## src/sv/apst_pkg.sv

```systemverilog
// ----------------------------------------------------------------------------
// apst_pkg
// Shared types and constants of the aging position slot table.
// ----------------------------------------------------------------------------
package apst_pkg;

  localparam int NUM_SLOTS   = 12;
  localparam int SLOT_W      = (NUM_SLOTS > 1) ? $clog2(NUM_SLOTS) : 1;
  localparam int QUEUE_DEPTH = 4;
  localparam int QPTR_W      = $clog2(QUEUE_DEPTH);

  localparam logic OP_UPDATE = 1'b0;
  localparam logic OP_QUERY  = 1'b1;

  typedef struct packed {
    logic               opcode;
    logic [3:0]         slot;
    logic signed [15:0] pos_x;
    logic signed [15:0] pos_y;
    logic [31:0]        now_ms;
  } apst_in_t;

  typedef struct packed {
    logic               found;
    logic [3:0]         slot_index;
    logic signed [15:0] out_x;
    logic signed [15:0] out_y;
    logic               last;
  } apst_out_t;

  // classified command between front and back
  typedef struct packed {
    logic               is_query;
    logic [SLOT_W-1:0]  slot;
    logic signed [15:0] pos_x;
    logic signed [15:0] pos_y;
    logic [31:0]        now_ms;
  } apst_cmd_t;

endpackage

```

## src/sv/apst_front.sv

```systemverilog
// ----------------------------------------------------------------------------
// apst_front
// Accepts request transactions, drops out-of-range updates and hands
// classified commands to the command queue.
// ----------------------------------------------------------------------------
module apst_front (
  input  logic               req_valid,
  output logic               req_ready,
  input  apst_pkg::apst_in_t req,
  input  logic               full,
  output logic               push,
  output apst_pkg::apst_cmd_t push_cmd
);
  import apst_pkg::*;

  logic is_query;
  logic in_range;

  assign is_query  = (req.opcode == OP_QUERY);
  assign in_range  = ({1'b0, req.slot} < 5'(NUM_SLOTS));
  assign req_ready = !full;
  assign push      = req_valid && !full && (is_query || in_range);

  always_comb begin
    push_cmd.is_query = is_query;
    push_cmd.slot     = req.slot[SLOT_W-1:0];
    push_cmd.pos_x    = req.pos_x;
    push_cmd.pos_y    = req.pos_y;
    push_cmd.now_ms   = req.now_ms;
  end

endmodule

```

## src/sv/apst_queue.sv

```systemverilog
// ----------------------------------------------------------------------------
// apst_queue
// Short command queue between the front and the back.
// ----------------------------------------------------------------------------
module apst_queue (
  input  logic                clk,
  input  logic                rst,
  input  logic                push,
  input  apst_pkg::apst_cmd_t push_cmd,
  output logic                full,
  output logic                cmd_valid,
  input  logic                cmd_ready,
  output apst_pkg::apst_cmd_t cmd
);
  import apst_pkg::*;

  apst_cmd_t         entries [QUEUE_DEPTH];
  logic [QPTR_W-1:0] wr_ptr;
  logic [QPTR_W-1:0] rd_ptr;
  logic [QPTR_W:0]   count;
  logic              pop;

  assign full      = (count == (QPTR_W+1)'(QUEUE_DEPTH));
  assign cmd_valid = (count != '0);
  assign cmd       = entries[rd_ptr];
  assign pop       = cmd_valid && cmd_ready;

  always_ff @(posedge clk) begin
    if (push) begin
      entries[wr_ptr] <= push_cmd;
    end
  end

  always_ff @(posedge clk) begin
    if (rst) begin
      wr_ptr <= '0;
      rd_ptr <= '0;
      count  <= '0;
    end else begin
      if (push) begin
        wr_ptr <= wr_ptr + QPTR_W'(1);
      end
      if (pop) begin
        rd_ptr <= rd_ptr + QPTR_W'(1);
      end
      case ({push, pop})
        2'b10:   count <= count + (QPTR_W+1)'(1);
        2'b01:   count <= count - (QPTR_W+1)'(1);
        default: count <= count;
      endcase
    end
  end

endmodule

```

## src/sv/apst_back.sv

```systemverilog
// ----------------------------------------------------------------------------
// apst_back
// Slot table and scan engine: applies updates, scans slots for queries and
// drives the registered response.
// ----------------------------------------------------------------------------
module apst_back (
  input  logic                clk,
  input  logic                rst,
  input  logic                cfg_we,
  input  logic [15:0]         cfg_data,
  input  logic                cmd_valid,
  output logic                cmd_ready,
  input  apst_pkg::apst_cmd_t cmd,
  output logic                rsp_valid,
  input  logic                rsp_ready,
  output apst_pkg::apst_out_t rsp
);
  import apst_pkg::*;

  typedef enum logic [1:0] {
    S_IDLE,
    S_SCAN,
    S_FINISH
  } state_t;

  state_t state;

  logic signed [15:0] tbl_x     [NUM_SLOTS];
  logic signed [15:0] tbl_y     [NUM_SLOTS];
  logic [31:0]        tbl_stamp [NUM_SLOTS];
  logic [NUM_SLOTS-1:0] tbl_valid;

  logic [15:0]        max_age;
  logic [SLOT_W-1:0]  idx;
  logic [31:0]        qnow;
  logic               pend_valid;
  logic [SLOT_W-1:0]  pend_idx;
  logic signed [15:0] pend_x;
  logic signed [15:0] pend_y;

  logic [31:0] age;
  logic        qualify;
  logic        out_free;
  logic        step_ok;
  logic        last_idx;
  logic        do_update;
  logic        rsp_load;

  assign cmd_ready = (state == S_IDLE);
  assign do_update = cmd_valid && cmd_ready && !cmd.is_query;

  // age by wrapping subtraction, a stamp in the future looks very old
  assign age      = qnow - tbl_stamp[idx];
  assign qualify  = tbl_valid[idx] && (age <= {16'b0, max_age});
  assign out_free = !rsp_valid || rsp_ready;
  // a fresh slot pushes the held one out, which needs a free output register
  assign step_ok  = !(qualify && pend_valid) || out_free;
  assign last_idx = (idx == SLOT_W'(NUM_SLOTS - 1));
  assign rsp_load = ((state == S_SCAN) && step_ok && qualify && pend_valid) ||
                    ((state == S_FINISH) && out_free);

  always_ff @(posedge clk) begin
    if (do_update) begin
      tbl_x[cmd.slot]     <= cmd.pos_x;
      tbl_y[cmd.slot]     <= cmd.pos_y;
      tbl_stamp[cmd.slot] <= cmd.now_ms;
    end
  end

  always_ff @(posedge clk) begin
    if (rst) begin
      max_age <= 16'd1000;
    end else if (cfg_we) begin
      max_age <= cfg_data;
    end
  end

  always_ff @(posedge clk) begin
    if (rst) begin
      state      <= S_IDLE;
      tbl_valid  <= '0;
      idx        <= '0;
      pend_valid <= 1'b0;
      rsp_valid  <= 1'b0;
    end else begin
      if (rsp_load) begin
        rsp_valid <= 1'b1;
      end else if (rsp_ready) begin
        rsp_valid <= 1'b0;
      end
      case (state)
        S_IDLE: begin
          if (do_update) begin
            tbl_valid[cmd.slot] <= 1'b1;
          end else if (cmd_valid) begin
            qnow       <= cmd.now_ms;
            idx        <= '0;
            pend_valid <= 1'b0;
            state      <= S_SCAN;
          end
        end
        S_SCAN: begin
          if (step_ok) begin
            if (qualify) begin
              if (pend_valid) begin
                rsp.found      <= 1'b1;
                rsp.slot_index <= 4'(pend_idx);
                rsp.out_x      <= pend_x;
                rsp.out_y      <= pend_y;
                rsp.last       <= 1'b0;
              end
              pend_valid <= 1'b1;
              pend_idx   <= idx;
              pend_x     <= tbl_x[idx];
              pend_y     <= tbl_y[idx];
            end else begin
              tbl_valid[idx] <= 1'b0;
            end
            if (last_idx) begin
              state <= S_FINISH;
            end else begin
              idx <= idx + SLOT_W'(1);
            end
          end
        end
        S_FINISH: begin
          if (out_free) begin
            rsp.last  <= 1'b1;
            if (pend_valid) begin
              rsp.found      <= 1'b1;
              rsp.slot_index <= 4'(pend_idx);
              rsp.out_x      <= pend_x;
              rsp.out_y      <= pend_y;
            end else begin
              rsp.found      <= 1'b0;
              rsp.slot_index <= '0;
              rsp.out_x      <= '0;
              rsp.out_y      <= '0;
            end
            pend_valid <= 1'b0;
            state      <= S_IDLE;
          end
        end
        default: begin
          state <= S_IDLE;
        end
      endcase
    end
  end

endmodule

```

## src/sv/aging_position_slot_table_unit.sv

```systemverilog
// ----------------------------------------------------------------------------
// aging_position_slot_table_unit
// Table of target slots with position, timestamp and aging-based queries.
// ----------------------------------------------------------------------------
// Updates that arrive back to back are applied one per cycle in the table
// engine. A query scans the slots one per cycle through a single age
// comparator, unless the response side stalls, and occupies the engine from
// being taken from the queue until its final result is loaded into the
// output register. Requests are buffered in a four-entry command queue, so
// the request side keeps accepting transactions while a scan is running
// until the queue fills. Updates naming a slot at or above NUM_SLOTS are
// accepted and dropped. Results of a query come out in ascending slot order,
// the final one marked with last; a query with no fresh slot gives one
// result with found low.
module aging_position_slot_table_unit (
  input  logic                clk,
  input  logic                rst,
  input  logic                cfg_we,
  input  logic [15:0]         cfg_data,
  input  logic                req_valid,
  output logic                req_ready,
  input  apst_pkg::apst_in_t  req,
  output logic                rsp_valid,
  input  logic                rsp_ready,
  output apst_pkg::apst_out_t rsp
);
  import apst_pkg::*;

  logic      push;
  apst_cmd_t push_cmd;
  logic      full;
  logic      cmd_valid;
  logic      cmd_ready;
  apst_cmd_t cmd;

  apst_front u_front (
    .req_valid (req_valid),
    .req_ready (req_ready),
    .req       (req),
    .full      (full),
    .push      (push),
    .push_cmd  (push_cmd)
  );

  apst_queue u_queue (
    .clk       (clk),
    .rst       (rst),
    .push      (push),
    .push_cmd  (push_cmd),
    .full      (full),
    .cmd_valid (cmd_valid),
    .cmd_ready (cmd_ready),
    .cmd       (cmd)
  );

  apst_back u_back (
    .clk       (clk),
    .rst       (rst),
    .cfg_we    (cfg_we),
    .cfg_data  (cfg_data),
    .cmd_valid (cmd_valid),
    .cmd_ready (cmd_ready),
    .cmd       (cmd),
    .rsp_valid (rsp_valid),
    .rsp_ready (rsp_ready),
    .rsp       (rsp)
  );

endmodule

```

## config.mk

```make
export PLATFORM = sky130hd
export DESIGN_NAME = aging_position_slot_table_unit
export DESIGN_NICKNAME = d
export VERILOG_FILES = /design/src/sv/apst_pkg.sv /design/src/sv/apst_front.sv /design/src/sv/apst_queue.sv /design/src/sv/apst_back.sv /design/src/sv/aging_position_slot_table_unit.sv
export SDC_FILE = /design/constraint.sdc
export NUM_CORES = 1
export LEC_CHECK = 0
export ABC_AREA = 1
export BUFFER_PORTS_ARGS = -buffer_cell sky130_fd_sc_hd__buf_2
export CORE_ASPECT_RATIO = 1.2
export CORE_MARGIN = 2
export CORE_UTILIZATION = 48
export CTS_CLUSTER_DIAMETER = 30
export DETAILED_ROUTE_END_ITERATION = 7
export PLACE_DENSITY_LB_ADDON = 0.25
export SYNTH_ARGS = -nofsm -noshare
export SYNTH_HDL_FRONTEND = slang
export SYNTH_SLANG_ARGS = --single-unit
```

## constraint.sdc

```tcl
create_clock -name clk -period 21.1 [get_ports clk]
set_clock_uncertainty 0.05 [all_clocks]
set_input_delay 2.11 -clock clk [delete_from_list [all_inputs] [get_ports clk]]
set_output_delay 2.11 -clock clk [all_outputs]
set_load 0.01 [all_outputs]
```

== Word-level counts from Yosys, hierarchy flattened ==
Memories as Yosys holds them, arrays and structs flattened. A register that Yosys moved wholly into a read port is not among the register bits.
Index checks and enable logic that the tools add are counted.

* Register bits: 117
* RAM bits: 1044
* Memories: 4
* Output and inout bits: 40
* Bits of input ports: 90
* Word-level logic and storage cells: 131

{| class="wikitable"
|+ Memory list
! name !! words !! width !! read ports !! clocked after memory_dff !! wr ports !! RTL line !! text
|-
| u_back.tbl_stamp || 12 || 32 || 1 || 1 || 1 || apst_back.sv:30 || <nowiki>logic [31:0] tbl_stamp [NUM_SLOTS];</nowiki>
|-
| u_queue.entries || 4 || 69 || 1 || 1 || 1 || apst_queue.sv:17 || <nowiki>apst_cmd_t entries [QUEUE_DEPTH];</nowiki>
|-
| u_back.tbl_x || 12 || 16 || 1 || 1 || 1 || apst_back.sv:28 || <nowiki>logic signed [15:0] tbl_x [NUM_SLOTS];</nowiki>
|-
| u_back.tbl_y || 12 || 16 || 1 || 1 || 1 || apst_back.sv:29 || <nowiki>logic signed [15:0] tbl_y [NUM_SLOTS];</nowiki>
|}

* Bitwise gates (word level): 5
* Equal/unequal tests: 16
* Muxes and demuxes: 44
* Reduce and logical (&&, ||, !) cells: 34
* Add/subtract/negate cells: 6
* Order comparisons: 6

{| class="wikitable"
|+ Operators with widths
! kind !! count
|-
| two-way mux 38 bit || 4
|-
| one-hot mux 38 bit (2 select lines) || 1
|-
| two-way mux 37 bit || 1
|-
| two-way mux 12 bit || 3
|-
| <= comparator 32 x 16 -> 1 bit || 1
|-
| subtractor 32 bit || 1
|-
| two-way mux 4 bit || 6
|-
| one-hot mux 12 bit (2 select lines) || 1
|-
| two-way mux 1 bit || 14
|-
| two-way mux 2 bit || 7
|-
| bitwise AND 12 bit || 1
|-
| logical AND 1 bit || 12
|-
| inequality test 2 x 1 -> 1 bit, second input constant || 6
|-
| NOT 12 bit || 1
|-
| OR 12 bit || 1
|-
| AND reduction 4 bit || 3
|-
| AND reduction 6 bit || 2
|-
| < comparator 4 x 5 -> 1 bit, second input constant || 2
|-
| AND reduction 5 bit || 2
|-
| demux 1 bit (select 4 bit) || 2
|-
| >= comparator 4 x 1 -> 1 bit, second input constant || 2
|-
| inequality test 2 bit, second input constant || 4
|-
| one-hot mux 4 bit (2 select lines) || 1
|-
| nonzero test 2 bit || 4
|-
| 18 further kinds || 29
|}

== Depth between registers and ports, before layout ==
* Word-level depth: 11
* Depth in mapped cells: 36

== Cells and area by module ==
From an unflattened synthesis, not the netlist that was laid out.

* Cells, all modules: 4027
* Area total of the unflattened synthesis: 49592.6 sq um

{| class="wikitable"
|+ By module, submodules not included
! module !! area an instance (sq um) !! cells each !! instances
|-
| apst_back || 38348.0 || 3220 || 1
|-
| apst_queue || 10707.8 || 733 || 1
|-
| apst_front || 536.8 || 74 || 1
|}

== Worst setup path after synthesis ==
OpenSTA, ideal clock, no wires.

* Path kind: reg-to-reg
* Start: register with a tool-made name
* End: memory u_back.tbl_stamp[1][0] (enable)
* Path buffers: 6
* Clock period less this slack: 7697 ps
* Required time: 20543 ps
* Path slack: 13403 ps
* Cell stages (with the launch flop): 31
* Setup time: 507 ps
* Arrival: 7139 ps
* Cells stage by stage: dfxtp_1 > buf_2 > buf_2 > buf_2 > buf_2 > clkbuf_1 > a21oi_1 > o21ai_0 > a31oi_1 > ha_1 > fa_1 > inv_1 > nand2_1 > nand3_1 > nand2_1 > nand2_1 > xor2_1 > ha_1 > nand2_1 > nor3_1 > nand2_1 > nand2_1 > nand2_1 > nand3_1 > nor2_1 > nand3_1 > nor2_2 > nand2_2 > nand2_2 > buf_6 > a21oi_1

{| class="wikitable"
|+ RTL lines
! what !! RTL line
|-
| end, declared || apst_back.sv:30
|}

==> flow_summary.json <==
{
  "vias": 30800,
  "cts_hold_buf": 0,
  "areaGrowthSynthToFinish_pct": 19.4,
  "routedWlPerCell_um": 21.3,
  "cp-end-kind": "flip-flop",
  "drive_above_1_share": 0.149,
  "crit_type": "flip-flop to flip-flop",
  "clock-sinks": 1199,
  "cpPeakStageDelay_ns": 0.99,
  "post_cts_buffers": 0,
  "finalCritPeriodShare": 0.339,
  "crit_top_cell": "nand2_1",
  "dieHeight_um": 353,
  "synth_xor_area_frac": 0.00306,
  "start_util": 0.482,
  "postSynthCellCount": 3882,
  "synthTopCellsByArea": "edfxtp_1 (71%), o21ai_0 (5.4%), nor2_1 (3.6%), nand2_1 (3.3%), inv_1 (2.4%)",
  "cpMaxStageDelayCell": "o2111a_2",
  "synth_fp_nets": 4031,
  "critPathMaxFanout": 72,
  "busiest_layer": "met2",
  "syn_avg_cell_area_um2": 12.5,
  "numPortBuffers": 129,
  "drt_pass1_iterations": 6,
  "ys_seq_area_frac": 0.729,
  "synthMuxAreaShare": 0.0191,
  "vias_per_cell": 5.46,
  "antenna_found_initial": 7,
  "clk_latency_ns": 0.80,
  "row_count": 128,
  "drv_slew": 0,
  "grt_util_met2": 0.399,
  "min_path_type": "flip-flop to flip-flop",
  "leakage_nw": 20.8,
  "vdd_drop_max_v": 0.0000968,
  "grt_pass1_vias": 30600,
  "grt_use_met1": 0.283,
  "synthSimpleGateAreaFrac": 0.0864,
  "die_x_um": 295,
  "grt_pass1_wl_mm": 181,
  "ys.flop_type": "edfxtp_1",
  "synth-edff-count": 1150,
  "gp_congestion": 0.913,
  "cts_resized": 0,
  "grt_util_met3": 0.0436,
  "cts_htree_levels": 4,
  "fin_area_mm2": 0.0581,
  "hpwlAfterDp_mm": 66.8,
  "synth_seq_cells": 1199,
  "start_kind": "flip-flop",
  "ios": 130,
  "synth_compound_area_frac": 0.106,
  "root_buffer": "clkbuf_16",
  "critPathArrivalTime_ns": 7.51,
  "synthAdderAreaFrac": 0.0155,
  "place_area_mm2": 0.0511,
  "synth.largest_area_cell": "edfxtp_1",
  "drc": 0,
  "status": "finished clean",
  "rsz0062_at_grt": "false",
  "fin_tns_setup_ns": 0,
  "yosysWarnings": 0,
  "max-cap-violations": 0,
  "finalSetupViolCount": 0,
  "clk_pin_slew_ns": 0.05,
  "yosys.area.top_type_share": 0.709,
  "min_period_ns": 7.15,
  "synth_top_family_by_area": "compound AO/OA/AOI/OAI gates",
  "synthArstFlopShare": 0,
  "core_area_mm2": 0.101,
  "fin_nets": 4243,
  "final_antenna_net_count": 0,
  "clock_path_buffers": 3,
  "grt.overflow.total": 0,
  "worstPathRequired_ns": 21.46,
  "drt_iter0_markers": 2245,
  "synthTopCellsByCount": "edfxtp_1 (1150), o21ai_0 (527), nor2_1 (468)",
  "power_density_mw_per_mm2": 150,
  "totalWireLength_mm": 120,
  "relSlewSlack": 0.0902,
  "synth_cell_type_count": 43,
  "hold_viol": 0,
  "grt.total_usage": 0.232,
  "grt_max_degree": 109,
  "yosysMostFrequentCell": "edfxtp_1",
  "cts_tree": "built",
  "max_freq_mhz": 140,
  "cts-buffers-inserted": 200,
  "die_area_mm2": 0.104,
  "synth_area_mm2": 0.0487,
  "worstMarginPinSlew_ns": 1.36
}
==> placed cells by master, fill, tap and decap left out, types with 77 or more instances in the layout <==
master / instances
o22ai_1: 160
nand3_1: 97
buf_2: 129
mux2i_1: 77
nor2_1: 452
edfxtp_1: 1150
o21ai_0: 527
clkbuf_16: 200
nand2_1: 427
a21oi_1: 178
inv_1: 307
buf_4: 82
==> layer usage <==
| layer | wire, µm | vias to the layer above |
|---|---|---|
| met4 | 4440 | 4 |
| li1 | - | 14400 |
| met1 | 48200 | 15100 |
| met5 | 26 | - |
| met3 | 6880 | 220 |
| met2 | 60400 | 968 |
==> registers in the layout (all words and copies together), names as in the netlist, 3 cells and up, named ones only <==
signal,flops
u_back.qnow,32
u_back.pend_x,16
u_back.pend_y,16
u_back.pend_idx,4
u_back.idx,4
u_back.tbl_valid,12
u_back.max_age,16
u_queue.count,3
u_back.rsp,38
u_queue.entries,276
u_back.tbl_stamp,384
u_back.tbl_x,192
u_back.tbl_y,192
==> critical path, delay by kind of cell (launching register included) <==
| kind | cells | cell delay (ns) |
|---|---|---|
| adders and majority gates | 2 | 0.74 |
| muxes | 1 | 0.17 |
| and+or+nand+nor | 14 | 2.09 |
| DFF | 1 | 0.78 |
| AOI/OAI and AO/OA | 7 | 1.71 |
| xor gates and xnor gates | 1 | 0.23 |
| buffers and inverters | 2 | 0.85 |
==> report_power, final <==
group / leakage, nW / internal [mW] / switching (mW) / total (mW)
Sequential: 10.8 / 3.18 / 0.0944 / 3.27
Combinational: 6.66 / 0.587 / 1.55 / 2.14
Clock: 3.36 / 2.09 / 1.21 / 3.30
==> final cells by class <==
type	instances	area, µm²
well taps	1365	1710
clock buffers	221	5120
fillers	8007	42900
clock inverters	157	1950
repair buffers	211	1260
flip-flops and latches	1199	35500
inverters	322	1210
diodes	4	10.0
multi-input cells	2160	11400
==> kinds of logic (layout without fill, tap and decap cells) <==
family                   count (synthesis)  count (layout)
buffers and inverters                  523             911
other                                    0               4
multiplexers                            91              91
AND/OR/NAND/NOR                       1043            1043
XOR/XNOR                                17              17
flip-flops                            1199            1199
AO/OA/AOI/OAI                          950             950
adder cells (fa/ha/maj)                 59              59
==> per-stage QoR <==
stage | power, mW | worst slack [ns] | instances | util | hold WS, ns
2_1_floorplan | 4.70 | 13.40 | 3882 | - | 0.386
3_5_place_dp | 5.46 | 13.96 | 5257 | 0.505 | 0.406
3_3_place_gp | 5.43 | 14.00 | 5257 | 0.505 | 0.400
6_report | 8.71 | 13.95 | 5639 | 0.575 | 0.421
4_1_cts | 8.78 | 13.95 | 5635 | 0.575 | 0.419
5_1_grt | 9.14 | 13.34 | 5638 | 0.575 | 0.433
==> path summary, 6_finish.rpt <==
check / from / endpoint / slack (ns) / cells past startpoint
setup / recovery: flip-flop / u_back.rsp[21] / 13.95 / 27
hold / removal: u_back.max_age[4] / u_back.max_age[4] / 0.42 / 2
setup reg to reg: flip-flop / u_back.rsp[21] / 13.95 / 27
hold reg to reg: u_back.max_age[4] / u_back.max_age[4] / 0.42 / 2
Note: power is estimated with default switching activity, not from simulation.
